File: src/rtl/core/hsl2rgb_pkg.sv
// ----------------------------------------------------------------------------
// hsl2rgb_pkg
// Shared types and constants for the HSL to RGB conversion pipeline.
// ----------------------------------------------------------------------------
`default_nettype none

package hsl2rgb_pkg;

   localparam int FIELD_W    = 16;
   localparam int NUM_STAGES = 5;

   // hue ramp segment of one channel
   typedef enum logic [1:0] {
      RGN_RISE,
      RGN_TOP,
      RGN_FALL,
      RGN_LOW
   } ramp_region_type;

   // per-stage load enables, stage 1 at the input side
   typedef struct packed {
      logic s1;
      logic s2;
      logic s3;
      logic s4;
      logic s5;
   } pipe_load_type;

endpackage

`default_nettype wire

File: src/rtl/core/hsl_to_rgb_convert.sv
// ----------------------------------------------------------------------------
// hsl_to_rgb_convert
// HSL plus alpha to RGB plus alpha, unsigned fixed point, ONE = 2^FRAC_BITS.
//
//   channel   direction  handshake              payload
//   req_      in         req_valid / req_stall  hue, saturation, lightness, alpha
//   rsp_      out        rsp_valid / rsp_stall  red, green, blue, alpha_out
//
// Throughput one request per cycle while rsp_stall is low; five register
// stages (input/clamp, s*l product, helper levels, slope product, output).
// Synchronous reset clears only the stage valid bits.
// rsp_stall holds the output stage; empty stages upstream keep filling.
// req_stall rises only when all five stages hold requests and the output
// is stalled.
// ----------------------------------------------------------------------------
`default_nettype none

module hsl_to_rgb_convert #(
   parameter int FRAC_BITS = 15
) (
   input  wire logic        clock,
   input  wire logic        reset,
   input  wire logic        req_valid,
   output logic             req_stall,
   input  wire logic [15:0] req_hue,
   input  wire logic [15:0] req_saturation,
   input  wire logic [15:0] req_lightness,
   input  wire logic [15:0] req_alpha,
   output logic             rsp_valid,
   input  wire logic        rsp_stall,
   output logic      [15:0] rsp_red,
   output logic      [15:0] rsp_green,
   output logic      [15:0] rsp_blue,
   output logic      [15:0] rsp_alpha_out
);

   localparam int NS = hsl2rgb_pkg::NUM_STAGES;
   localparam int FW = hsl2rgb_pkg::FIELD_W;
   localparam int VW = FRAC_BITS + 1;
   localparam int IW = (VW > FW) ? VW : FW;
   localparam logic [IW-1:0] ONE_I  = IW'(1) << FRAC_BITS;
   localparam logic [VW-1:0] ONE_V  = VW'(1) << FRAC_BITS;
   localparam logic [VW-1:0] THIRD_V = VW'(((2 ** FRAC_BITS) + 1) / 3);
   localparam logic [VW-1:0] TWO3_V  = ONE_V - THIRD_V;

   logic [NS-1:0]  valid_ff, valid_in;
   logic [NS-1:0]  rdy;
   logic [FW-1:0]  alpha_ff [NS];
   logic [VW-1:0]  sat1_ff, lit1_ff;
   hsl2rgb_pkg::pipe_load_type load;

   logic [IW-1:0]  hue_i, sat_i, lit_i;
   logic [VW-1:0]  sat_c, lit_c;
   logic [FRAC_BITS-1:0] hue_f;
   logic [VW-1:0]  t_red_sum, t_blue_sum;

   logic [VW-1:0]  hi_s3, lo_s3, diff_s3;
   logic [VW-1:0]  red_s5, green_s5, blue_s5;
   logic [IW-1:0]  red_x, green_x, blue_x;

   // stage control: a stage loads when it is empty or its contents move on
   always_comb begin
      rdy[NS-1] = !valid_ff[NS-1] || !rsp_stall;
      for (int k = NS - 2; k >= 0; k--) begin
         rdy[k] = !valid_ff[k] || rdy[k+1];
      end
      valid_in = {valid_ff[NS-2:0], req_valid};
   end

   assign load.s1 = rdy[0];
   assign load.s2 = rdy[1];
   assign load.s3 = rdy[2];
   assign load.s4 = rdy[3];
   assign load.s5 = rdy[4];

   always_ff @(posedge clock) begin
      if (reset) begin
         valid_ff <= '0;
      end else begin
         for (int k = 0; k < NS; k++) begin
            if (rdy[k]) begin
               valid_ff[k] <= valid_in[k];
            end
         end
      end
   end

   // input clamp and hue offsets
   always_comb begin
      hue_i = IW'(req_hue);
      sat_i = IW'(req_saturation);
      lit_i = IW'(req_lightness);
      hue_f = hue_i[FRAC_BITS-1:0];
      sat_c = (sat_i > ONE_I) ? ONE_V : sat_i[VW-1:0];
      lit_c = (lit_i > ONE_I) ? ONE_V : lit_i[VW-1:0];
      t_red_sum  = {1'b0, hue_f} + THIRD_V;
      t_blue_sum = {1'b0, hue_f} + TWO3_V;
   end

   always_ff @(posedge clock) begin
      if (load.s1) begin
         sat1_ff     <= sat_c;
         lit1_ff     <= lit_c;
         alpha_ff[0] <= req_alpha;
      end
      for (int k = 1; k < NS; k++) begin
         if (rdy[k]) begin
            alpha_ff[k] <= alpha_ff[k-1];
         end
      end
   end

   hsl2rgb_level #(.FRAC_BITS(FRAC_BITS)) u_level (
      .clock   (clock),
      .load    (load),
      .sat_s1  (sat1_ff),
      .lit_s1  (lit1_ff),
      .hi_s3   (hi_s3),
      .lo_s3   (lo_s3),
      .diff_s3 (diff_s3)
   );

   hsl2rgb_ramp #(.FRAC_BITS(FRAC_BITS)) u_ramp_red (
      .clock   (clock),
      .load    (load),
      .hue_t   (t_red_sum[FRAC_BITS-1:0]),
      .hi_s3   (hi_s3),
      .lo_s3   (lo_s3),
      .diff_s3 (diff_s3),
      .chan_s5 (red_s5)
   );

   hsl2rgb_ramp #(.FRAC_BITS(FRAC_BITS)) u_ramp_green (
      .clock   (clock),
      .load    (load),
      .hue_t   (hue_f),
      .hi_s3   (hi_s3),
      .lo_s3   (lo_s3),
      .diff_s3 (diff_s3),
      .chan_s5 (green_s5)
   );

   hsl2rgb_ramp #(.FRAC_BITS(FRAC_BITS)) u_ramp_blue (
      .clock   (clock),
      .load    (load),
      .hue_t   (t_blue_sum[FRAC_BITS-1:0]),
      .hi_s3   (hi_s3),
      .lo_s3   (lo_s3),
      .diff_s3 (diff_s3),
      .chan_s5 (blue_s5)
   );

   assign red_x   = IW'(red_s5);
   assign green_x = IW'(green_s5);
   assign blue_x  = IW'(blue_s5);

   assign req_stall     = !rdy[0];
   assign rsp_valid     = valid_ff[NS-1];
   assign rsp_red       = red_x[FW-1:0];
   assign rsp_green     = green_x[FW-1:0];
   assign rsp_blue      = blue_x[FW-1:0];
   assign rsp_alpha_out = alpha_ff[NS-1];

   a_accept_fills: assert property (@(posedge clock) disable iff (reset)
      (req_valid && !req_stall) |=> valid_ff[0])
      else $error("accepted request not captured in stage 1");

   a_stall_full: assert property (@(posedge clock) disable iff (reset)
      req_stall |-> ((&valid_ff) && rsp_stall))
      else $error("input stalled with a free stage");

   a_stage4_held: assert property (@(posedge clock) disable iff (reset)
      (valid_ff[3] && !load.s5) |=> valid_ff[3])
      else $error("stage 4 request lost while blocked");

   a_chan_range: assert property (@(posedge clock) disable iff (reset)
      rsp_valid |-> (red_s5 <= ONE_V && green_s5 <= ONE_V && blue_s5 <= ONE_V))
      else $error("channel level above one");

endmodule

`default_nettype wire

File: src/rtl/core/hsl2rgb_level.sv
// ----------------------------------------------------------------------------
// hsl2rgb_level
// Helper levels: stage 2 forms saturation * lightness, stage 3 the high and
// low levels and their difference.
// ----------------------------------------------------------------------------
`default_nettype none

module hsl2rgb_level #(
   parameter int FRAC_BITS = 15
) (
   input  wire logic                          clock,
   input  wire hsl2rgb_pkg::pipe_load_type    load,
   input  wire logic [FRAC_BITS:0]            sat_s1,
   input  wire logic [FRAC_BITS:0]            lit_s1,
   output logic      [FRAC_BITS:0]            hi_s3,
   output logic      [FRAC_BITS:0]            lo_s3,
   output logic      [FRAC_BITS:0]            diff_s3
);

   localparam int VW = FRAC_BITS + 1;
   localparam int PW = 2 * VW;
   localparam logic [VW-1:0] ONE_V  = VW'(1) << FRAC_BITS;
   localparam logic [VW-1:0] HALF_V = VW'(1) << (FRAC_BITS - 1);
   localparam logic [PW-1:0] HALF_P = PW'(1) << (FRAC_BITS - 1);

   logic [PW-1:0] prod_ff, prod_in;
   logic [VW-1:0] sat2_ff, lit2_ff;
   logic          dark2_ff;
   logic [VW-1:0] hi_ff, hi_in;
   logic [VW-1:0] lo_ff, lo_in;
   logic [VW-1:0] diff_ff, diff_in;

   logic [PW-1:0] prod_rnd;
   logic [VW-1:0] pr;
   logic [VW:0]   hi_raw;
   logic [VW:0]   two_l;
   logic [VW:0]   lo_raw;

   assign prod_in = PW'(sat_s1) * PW'(lit_s1);

   always_ff @(posedge clock) begin
      if (load.s2) begin
         prod_ff  <= prod_in;
         sat2_ff  <= sat_s1;
         lit2_ff  <= lit_s1;
         dark2_ff <= lit_s1 < HALF_V;
      end
   end

   always_comb begin
      prod_rnd = prod_ff + HALF_P;
      pr       = prod_rnd[FRAC_BITS +: VW];
      if (dark2_ff) begin
         hi_raw = {1'b0, lit2_ff} + {1'b0, pr};
      end else begin
         hi_raw = {1'b0, lit2_ff} + {1'b0, sat2_ff} - {1'b0, pr};
      end
      hi_in  = (hi_raw > {1'b0, ONE_V}) ? ONE_V : hi_raw[VW-1:0];
      two_l  = {lit2_ff, 1'b0};
      lo_raw = (two_l > {1'b0, hi_in}) ? two_l - {1'b0, hi_in} : '0;
      lo_in  = (lo_raw > {1'b0, hi_in}) ? hi_in : lo_raw[VW-1:0];
      diff_in = hi_in - lo_in;
   end

   always_ff @(posedge clock) begin
      if (load.s3) begin
         hi_ff   <= hi_in;
         lo_ff   <= lo_in;
         diff_ff <= diff_in;
      end
   end

   assign hi_s3   = hi_ff;
   assign lo_s3   = lo_ff;
   assign diff_s3 = diff_ff;

endmodule

`default_nettype wire

File: src/rtl/core/hsl2rgb_ramp.sv
// ----------------------------------------------------------------------------
// hsl2rgb_ramp
// One color channel: segment and slope factor from the hue at stage 1,
// slope product at stage 4, channel level at stage 5.
// ----------------------------------------------------------------------------
`default_nettype none

module hsl2rgb_ramp #(
   parameter int FRAC_BITS = 15
) (
   input  wire logic                          clock,
   input  wire hsl2rgb_pkg::pipe_load_type    load,
   input  wire logic [FRAC_BITS-1:0]          hue_t,
   input  wire logic [FRAC_BITS:0]            hi_s3,
   input  wire logic [FRAC_BITS:0]            lo_s3,
   input  wire logic [FRAC_BITS:0]            diff_s3,
   output logic      [FRAC_BITS:0]            chan_s5
);

   localparam int VW = FRAC_BITS + 1;
   localparam int PW = 2 * VW;
   localparam int SW = FRAC_BITS + 3;
   localparam logic [SW-1:0] ONE_S  = SW'(1) << FRAC_BITS;
   localparam logic [SW-1:0] FOUR_S = SW'(4) << FRAC_BITS;
   localparam logic [FRAC_BITS-1:0] HALF_T = FRAC_BITS'(1) << (FRAC_BITS - 1);
   localparam logic [PW-1:0] HALF_P = PW'(1) << (FRAC_BITS - 1);

   hsl2rgb_pkg::ramp_region_type rgn1_ff, rgn2_ff, rgn3_ff, rgn4_ff, rgn_in;
   logic [VW-1:0] fac1_ff, fac2_ff, fac3_ff, fac_in;
   logic [PW-1:0] prod4_ff, prod_in;
   logic [VW-1:0] lo4_ff, hi4_ff;
   logic [VW-1:0] chan_ff, chan_in;

   logic [SW-1:0] six_t;
   logic [SW-1:0] fall_f;
   logic [PW-1:0] prod_rnd;

   always_comb begin
      six_t  = ({3'b000, hue_t} << 2) + ({3'b000, hue_t} << 1);
      fall_f = FOUR_S - six_t;
      if (six_t < ONE_S) begin
         rgn_in = hsl2rgb_pkg::RGN_RISE;
         fac_in = six_t[VW-1:0];
      end else if (hue_t < HALF_T) begin
         rgn_in = hsl2rgb_pkg::RGN_TOP;
         fac_in = '0;
      end else if (six_t < FOUR_S) begin
         rgn_in = hsl2rgb_pkg::RGN_FALL;
         fac_in = fall_f[VW-1:0];
      end else begin
         rgn_in = hsl2rgb_pkg::RGN_LOW;
         fac_in = '0;
      end
   end

   always_ff @(posedge clock) begin
      if (load.s1) begin
         rgn1_ff <= rgn_in;
         fac1_ff <= fac_in;
      end
      if (load.s2) begin
         rgn2_ff <= rgn1_ff;
         fac2_ff <= fac1_ff;
      end
      if (load.s3) begin
         rgn3_ff <= rgn2_ff;
         fac3_ff <= fac2_ff;
      end
   end

   assign prod_in = PW'(diff_s3) * PW'(fac3_ff);

   always_ff @(posedge clock) begin
      if (load.s4) begin
         rgn4_ff  <= rgn3_ff;
         prod4_ff <= prod_in;
         lo4_ff   <= lo_s3;
         hi4_ff   <= hi_s3;
      end
   end

   always_comb begin
      prod_rnd = prod4_ff + HALF_P;
      case (rgn4_ff) inside
         hsl2rgb_pkg::RGN_RISE,
         hsl2rgb_pkg::RGN_FALL: chan_in = lo4_ff + prod_rnd[FRAC_BITS +: VW];
         hsl2rgb_pkg::RGN_TOP:  chan_in = hi4_ff;
         default:               chan_in = lo4_ff;
      endcase
   end

   always_ff @(posedge clock) begin
      if (load.s5) begin
         chan_ff <= chan_in;
      end
   end

   assign chan_s5 = chan_ff;

endmodule

`default_nettype wire

File: config.mk
export PLATFORM = sky130hd
export DESIGN_NAME = hsl_to_rgb_convert
export DESIGN_NICKNAME = d
export VERILOG_FILES = /design/src/rtl/core/hsl2rgb_pkg.sv /design/src/rtl/core/hsl_to_rgb_convert.sv /design/src/rtl/core/hsl2rgb_level.sv /design/src/rtl/core/hsl2rgb_ramp.sv
export SDC_FILE = /design/constraint.sdc
export NUM_CORES = 2
export LEC_CHECK = 0
export ABC_CLOCK_PERIOD_IN_PS = 11000
export BUFFER_PORTS_ARGS = -buffer_cell sky130_fd_sc_hd__buf_2
export CAP_MARGIN = 20
export CORE_MARGIN = 8
export CORE_UTILIZATION = 45
export DETAILED_ROUTE_END_ITERATION = 8
export HOLD_SLACK_MARGIN = 0.15
export PLACE_DENSITY = 0.72
export SLEW_MARGIN = 25
export SYNTH_ARGS = -nofsm -noshare
export SYNTH_HDL_FRONTEND = slang
export SYNTH_SLANG_ARGS = --single-unit
export TNS_END_PERCENT = 1
File: constraint.sdc
create_clock -name clock -period 11 [get_ports clock]
set_clock_uncertainty 0.15 [all_clocks]
set_input_delay 0 -clock clock [delete_from_list [all_inputs] [get_ports clock]]
set_output_delay 0 -clock clock [all_outputs]
set_load 0.02 [all_outputs]
==> results.json <==
{
  "cap_violations": 0,
  "result_of_the_run": "completed",
  "r2r_slack_ns": 0.28,
  "worst_pin_slew_ns": 0.9981,
  "synth_top_family_by_area": "adder cells",
  "gp_routability_congestion": 0.8757,
  "number_of_antenna_violations_at_the_first_check_in_global_routing": 11,
  "cts.root.buffer_cell": "sky130_fd_sc_hd__clkbuf_16",
  "cp.buffers_inverters": 9,
  "grt_usage": 0.2045,
  "totalWireLength_um": 147100,
  "numPortBuffers": 132,
  "area_growth_syn_to_layout_pct": 12.72,
  "die_width_um": 374.3,
  "slowest_stage": "sky130_fd_sc_hd__or4b_4",
  "post_synth.cell_area_avg_um2": 10.02,
  "first_global_vias": 43920,
  "synth_area_mm2": 0.05776,
  "clk_pin_slew_ns": 0.07,
  "worst_hold_startpoint": "req_hue[8]",
  "hold_viol": 0,
  "worst_slew_margin_rel": 0.3346,
  "firstDrtPassIters": 6,
  "drcViolationCount": 0,
  "setup.worst_path.start_class": "flop",
  "timing.reg2reg.worst_path_depth": 52,
  "total_setup_violations_reported_at_the_end_of_the_flow": 0,
  "timing.critical_path.mode_cell": "sky130_fd_sc_hd__a21o_1",
  "postSynthRegisterBits": 505,
  "maxClockFrequency_mhz": 93.24,
  "route.vias.total": 42230,
  "synth-edff-count": 500,
  "synthesis.nets": 7186,
  "adder_cell_fraction_of_synth_area": 0.3914,
  "yosysUniqueCellTypes": 89,
  "path_max_fanout": 7,
  "synthesis.yosys.warnings": 0,
  "initialDrtViolationCount": 2752,
  "cp_data_arrival_time_ns": 10.97,
  "post_synth_xor_area_fraction": 0.04230,
  "synth-simple-area-share": 0.1418,
  "grt.overflow.total": 0,
  "drt.antenna.violating_nets": 0,
  "report.final.slew_viol_count": 0,
  "synth_seq_area_share": 0.2617,
  "coreArea_mm2": 0.1275,
  "post_synth_most_frequent_cells": "sky130_fd_sc_hd__inv_1, sky130_fd_sc_hd__nand2_1, sky130_fd_sc_hd__fa_1",
  "post-synth-top-count-cell": "sky130_fd_sc_hd__inv_1",
  "cts_tree": "done",
  "detail_route.vias_per_cell": 5.405,
  "synthMuxAreaShare": 0.01137,
  "timing.critical_path.to_type": "flop",
  "grt_first_pass_wirelength_um": 233400,
  "synth_compound_area_frac": 0.07302,
  "drive_above_1_share": 0.09448,
  "cts_htree_levels": 2,
  "synth_top_cell_area_share": 0.2610,
  "largest_cells_by_area_after_synthesis": "sky130_fd_sc_hd__fa_1, sky130_fd_sc_hd__edfxtp_1, sky130_fd_sc_hd__ha_1",
  "fp.dieArea_mm2": 0.1401,
  "r2r-end": "u_level.diff_s3[13]",
  "effective_utilization_at_floorplan": 0.4530,
  "clkSinkCount": 505,
  "cts_buffer_depth": 3,
  "hold_end": "u_ramp_green.fac1_ff[10]",
  "cp_slowest_stage_delay_ns": 0.52,
  "hp-class": "in2reg",
  "fin_worst_hold_slack_ns": 0.1821,
  "worst_ep_required_time_ns": 11.25,
  "grt_max_degree": 70,
  "clk_latency_ns": 0.68,
  "cells_after_synthesis": 5763,
  "std_cell_rows": 131,
  "hpwl_reported_at_the_end_of_detailed_placement_um": 108800,
  "cts_made_buffers": 53,
  "worstHoldPathCells": 5,
  "die_h_um": 374.3,
  "count_of_nets_after_finishing": 7517,
  "synth_largest_area_cell": "sky130_fd_sc_hd__fa_1",
  "r2r-start": "u_level.prod_ff[17]",
  "criticalPathCategory": "reg2reg",
  "ioPinCount": 134,
  "layout_min_cycle_time_ns": 10.72,
  "ys_async_sr_fraction": 0,
  "final.period_utilization": 0.9750,
  "wire_per_inst_um": 18.83,
  "worst_path_dominant_cell_family": "compound AO/OA/AOI/OAI gates",
  "postSynth.topFlopCell": "sky130_fd_sc_hd__edfxtp_1"
}
## state kept, by name (all words and copies together) (netlist names), 16 cells and up
name / flops
alpha_ff: 80
u_level.prod_ff: 17
u_ramp_blue.prod4_ff: 17
u_ramp_green.prod4_ff: 17
u_ramp_red.prod4_ff: 17
lit1_ff: 16
sat1_ff: 16
u_level.diff_s3: 16
u_level.hi_s3: 16
u_level.lit2_ff: 16
u_level.lo_s3: 16
u_level.sat2_ff: 16
u_ramp_blue.chan_s5: 16
u_ramp_green.chan_s5: 16
u_ramp_red.chan_s5: 16
u_ramp_red.hi4_ff: 16
u_ramp_red.lo4_ff: 16
## what timing repair did
action	CTS	global route
pin swaps	12	53
setup endpoints to repair	9	11
hold buffers	131	0
buffers inserted	3	25
hold endpoints to repair	141	0
resized for setup	23	99
## worst register-to-register path: cells and delay by family (launching register included)
kind	cells	cell delay, ns
AND/OR/NAND/NOR	10	1.98
multiplexers	1	0.34
XOR/XNOR	2	0.29
adder cells (fa/ha/maj)	5	1.55
buffers and inverters	9	1.24
flip-flops	1	0.40
AO/OA/AOI/OAI	25	4.48
## per-stage QoR
stage	TNS (ns)	util	instance area, µm²	setup WS, ns	std cells
after global placement	-0.9807	0.4796	61160	-0.2452	7542
after CTS	-0.02821	0.5052	64420	-0.02166	7776
after global routing	-0.3066	0.5105	65100	-0.1282	7811
after detailed placement	-3.115	0.4796	61160	-0.5519	7542
after floorplan	0	-	57760	0.04745	5763
final	0	0.5106	65110	0.2755	7813
## worst max path at each step
stage | start | to | cells after the start
after floorplan | u_level.prod_ff[16] | u_level.diff_s3[15] | 51
after global placement | u_level.prod_ff[14] | u_level.diff_s3[15] | 54
after detailed placement | u_level.prod_ff[14] | u_level.diff_s3[14] | 54
after CTS | u_level.prod_ff[14] | u_level.diff_s3[15] | 52
after global routing | u_level.prod_ff[17] | u_level.diff_s3[13] | 52
final | u_level.prod_ff[17] | u_level.diff_s3[13] | 52
## kinds of logic (layout without fill, tap and decap cells)
logic type	count (synthesis)	after routing
simple gates	1723	1723
fa+ha+maj	1355	1355
buf+inv	1186	1562
compound gates	652	652
flops	505	505
xor+xnor	279	279
mux	63	63
other cells	0	12
## placed cells by master, fill, tap and decap left out, types with 16 or more instances in the layout
| cell type | n |
|---|---|
| sky130_fd_sc_hd__xor2_1 | 78 |
| sky130_fd_sc_hd__fa_1 | 751 |
| sky130_fd_sc_hd__ha_1 | 593 |
| sky130_fd_sc_hd__nor3_1 | 61 |
| sky130_fd_sc_hd__o211ai_1 | 16 |
| sky130_fd_sc_hd__o21a_1 | 27 |
| sky130_fd_sc_hd__nand2b_1 | 33 |
| sky130_fd_sc_hd__nor2_1 | 207 |
| sky130_fd_sc_hd__nand4_1 | 19 |
| sky130_fd_sc_hd__o21bai_1 | 33 |
| sky130_fd_sc_hd__or3_1 | 27 |
| sky130_fd_sc_hd__o21ai_0 | 91 |
| sky130_fd_sc_hd__edfxtp_1 | 500 |
| sky130_fd_sc_hd__and3_1 | 34 |
| sky130_fd_sc_hd__o22ai_1 | 19 |
| sky130_fd_sc_hd__nand2_1 | 781 |
| sky130_fd_sc_hd__xnor2_1 | 192 |
| sky130_fd_sc_hd__and2_1 | 339 |
| sky130_fd_sc_hd__mux2i_1 | 51 |
| sky130_fd_sc_hd__clkbuf_16 | 53 |
| sky130_fd_sc_hd__a21oi_1 | 209 |
| sky130_fd_sc_hd__a211oi_1 | 26 |
| sky130_fd_sc_hd__dlygate4sd3_1 | 131 |
| sky130_fd_sc_hd__inv_1 | 962 |
| sky130_fd_sc_hd__nand3_1 | 71 |
| sky130_fd_sc_hd__buf_4 | 229 |
| sky130_fd_sc_hd__buf_2 | 132 |
| sky130_fd_sc_hd__a31oi_1 | 16 |
| sky130_fd_sc_hd__nor2b_1 | 52 |
| sky130_fd_sc_hd__a21o_1 | 79 |
## area by class of cell
class / count / area (µm²)
fill: 11150 / 62410
multi-input combinational: 4072 / 38640
sequential: 505 / 15110
timing repair buffer: 496 / 3736
inverter: 966 / 3628
tap: 1662 / 2079
clock buffer: 61 / 1376
clock inverter: 39 / 505.5
antenna: 12 / 30.03
## per-layer routing
metal / global-route usage / vias up / share of wire
met5: 0 / - / 0
met4: 0.07397 / 0 / 0.037
met3: 0.02596 / 348 / 0.061
met2: 0.3525 / 1398 / 0.49
met1: 0.2643 / 21210 / 0.41
li1: - / 19270 / -
Power is left out: the tool's default activity adds up to more than one toggle a clock period on the data nets, which glitch-free logic cannot reach.
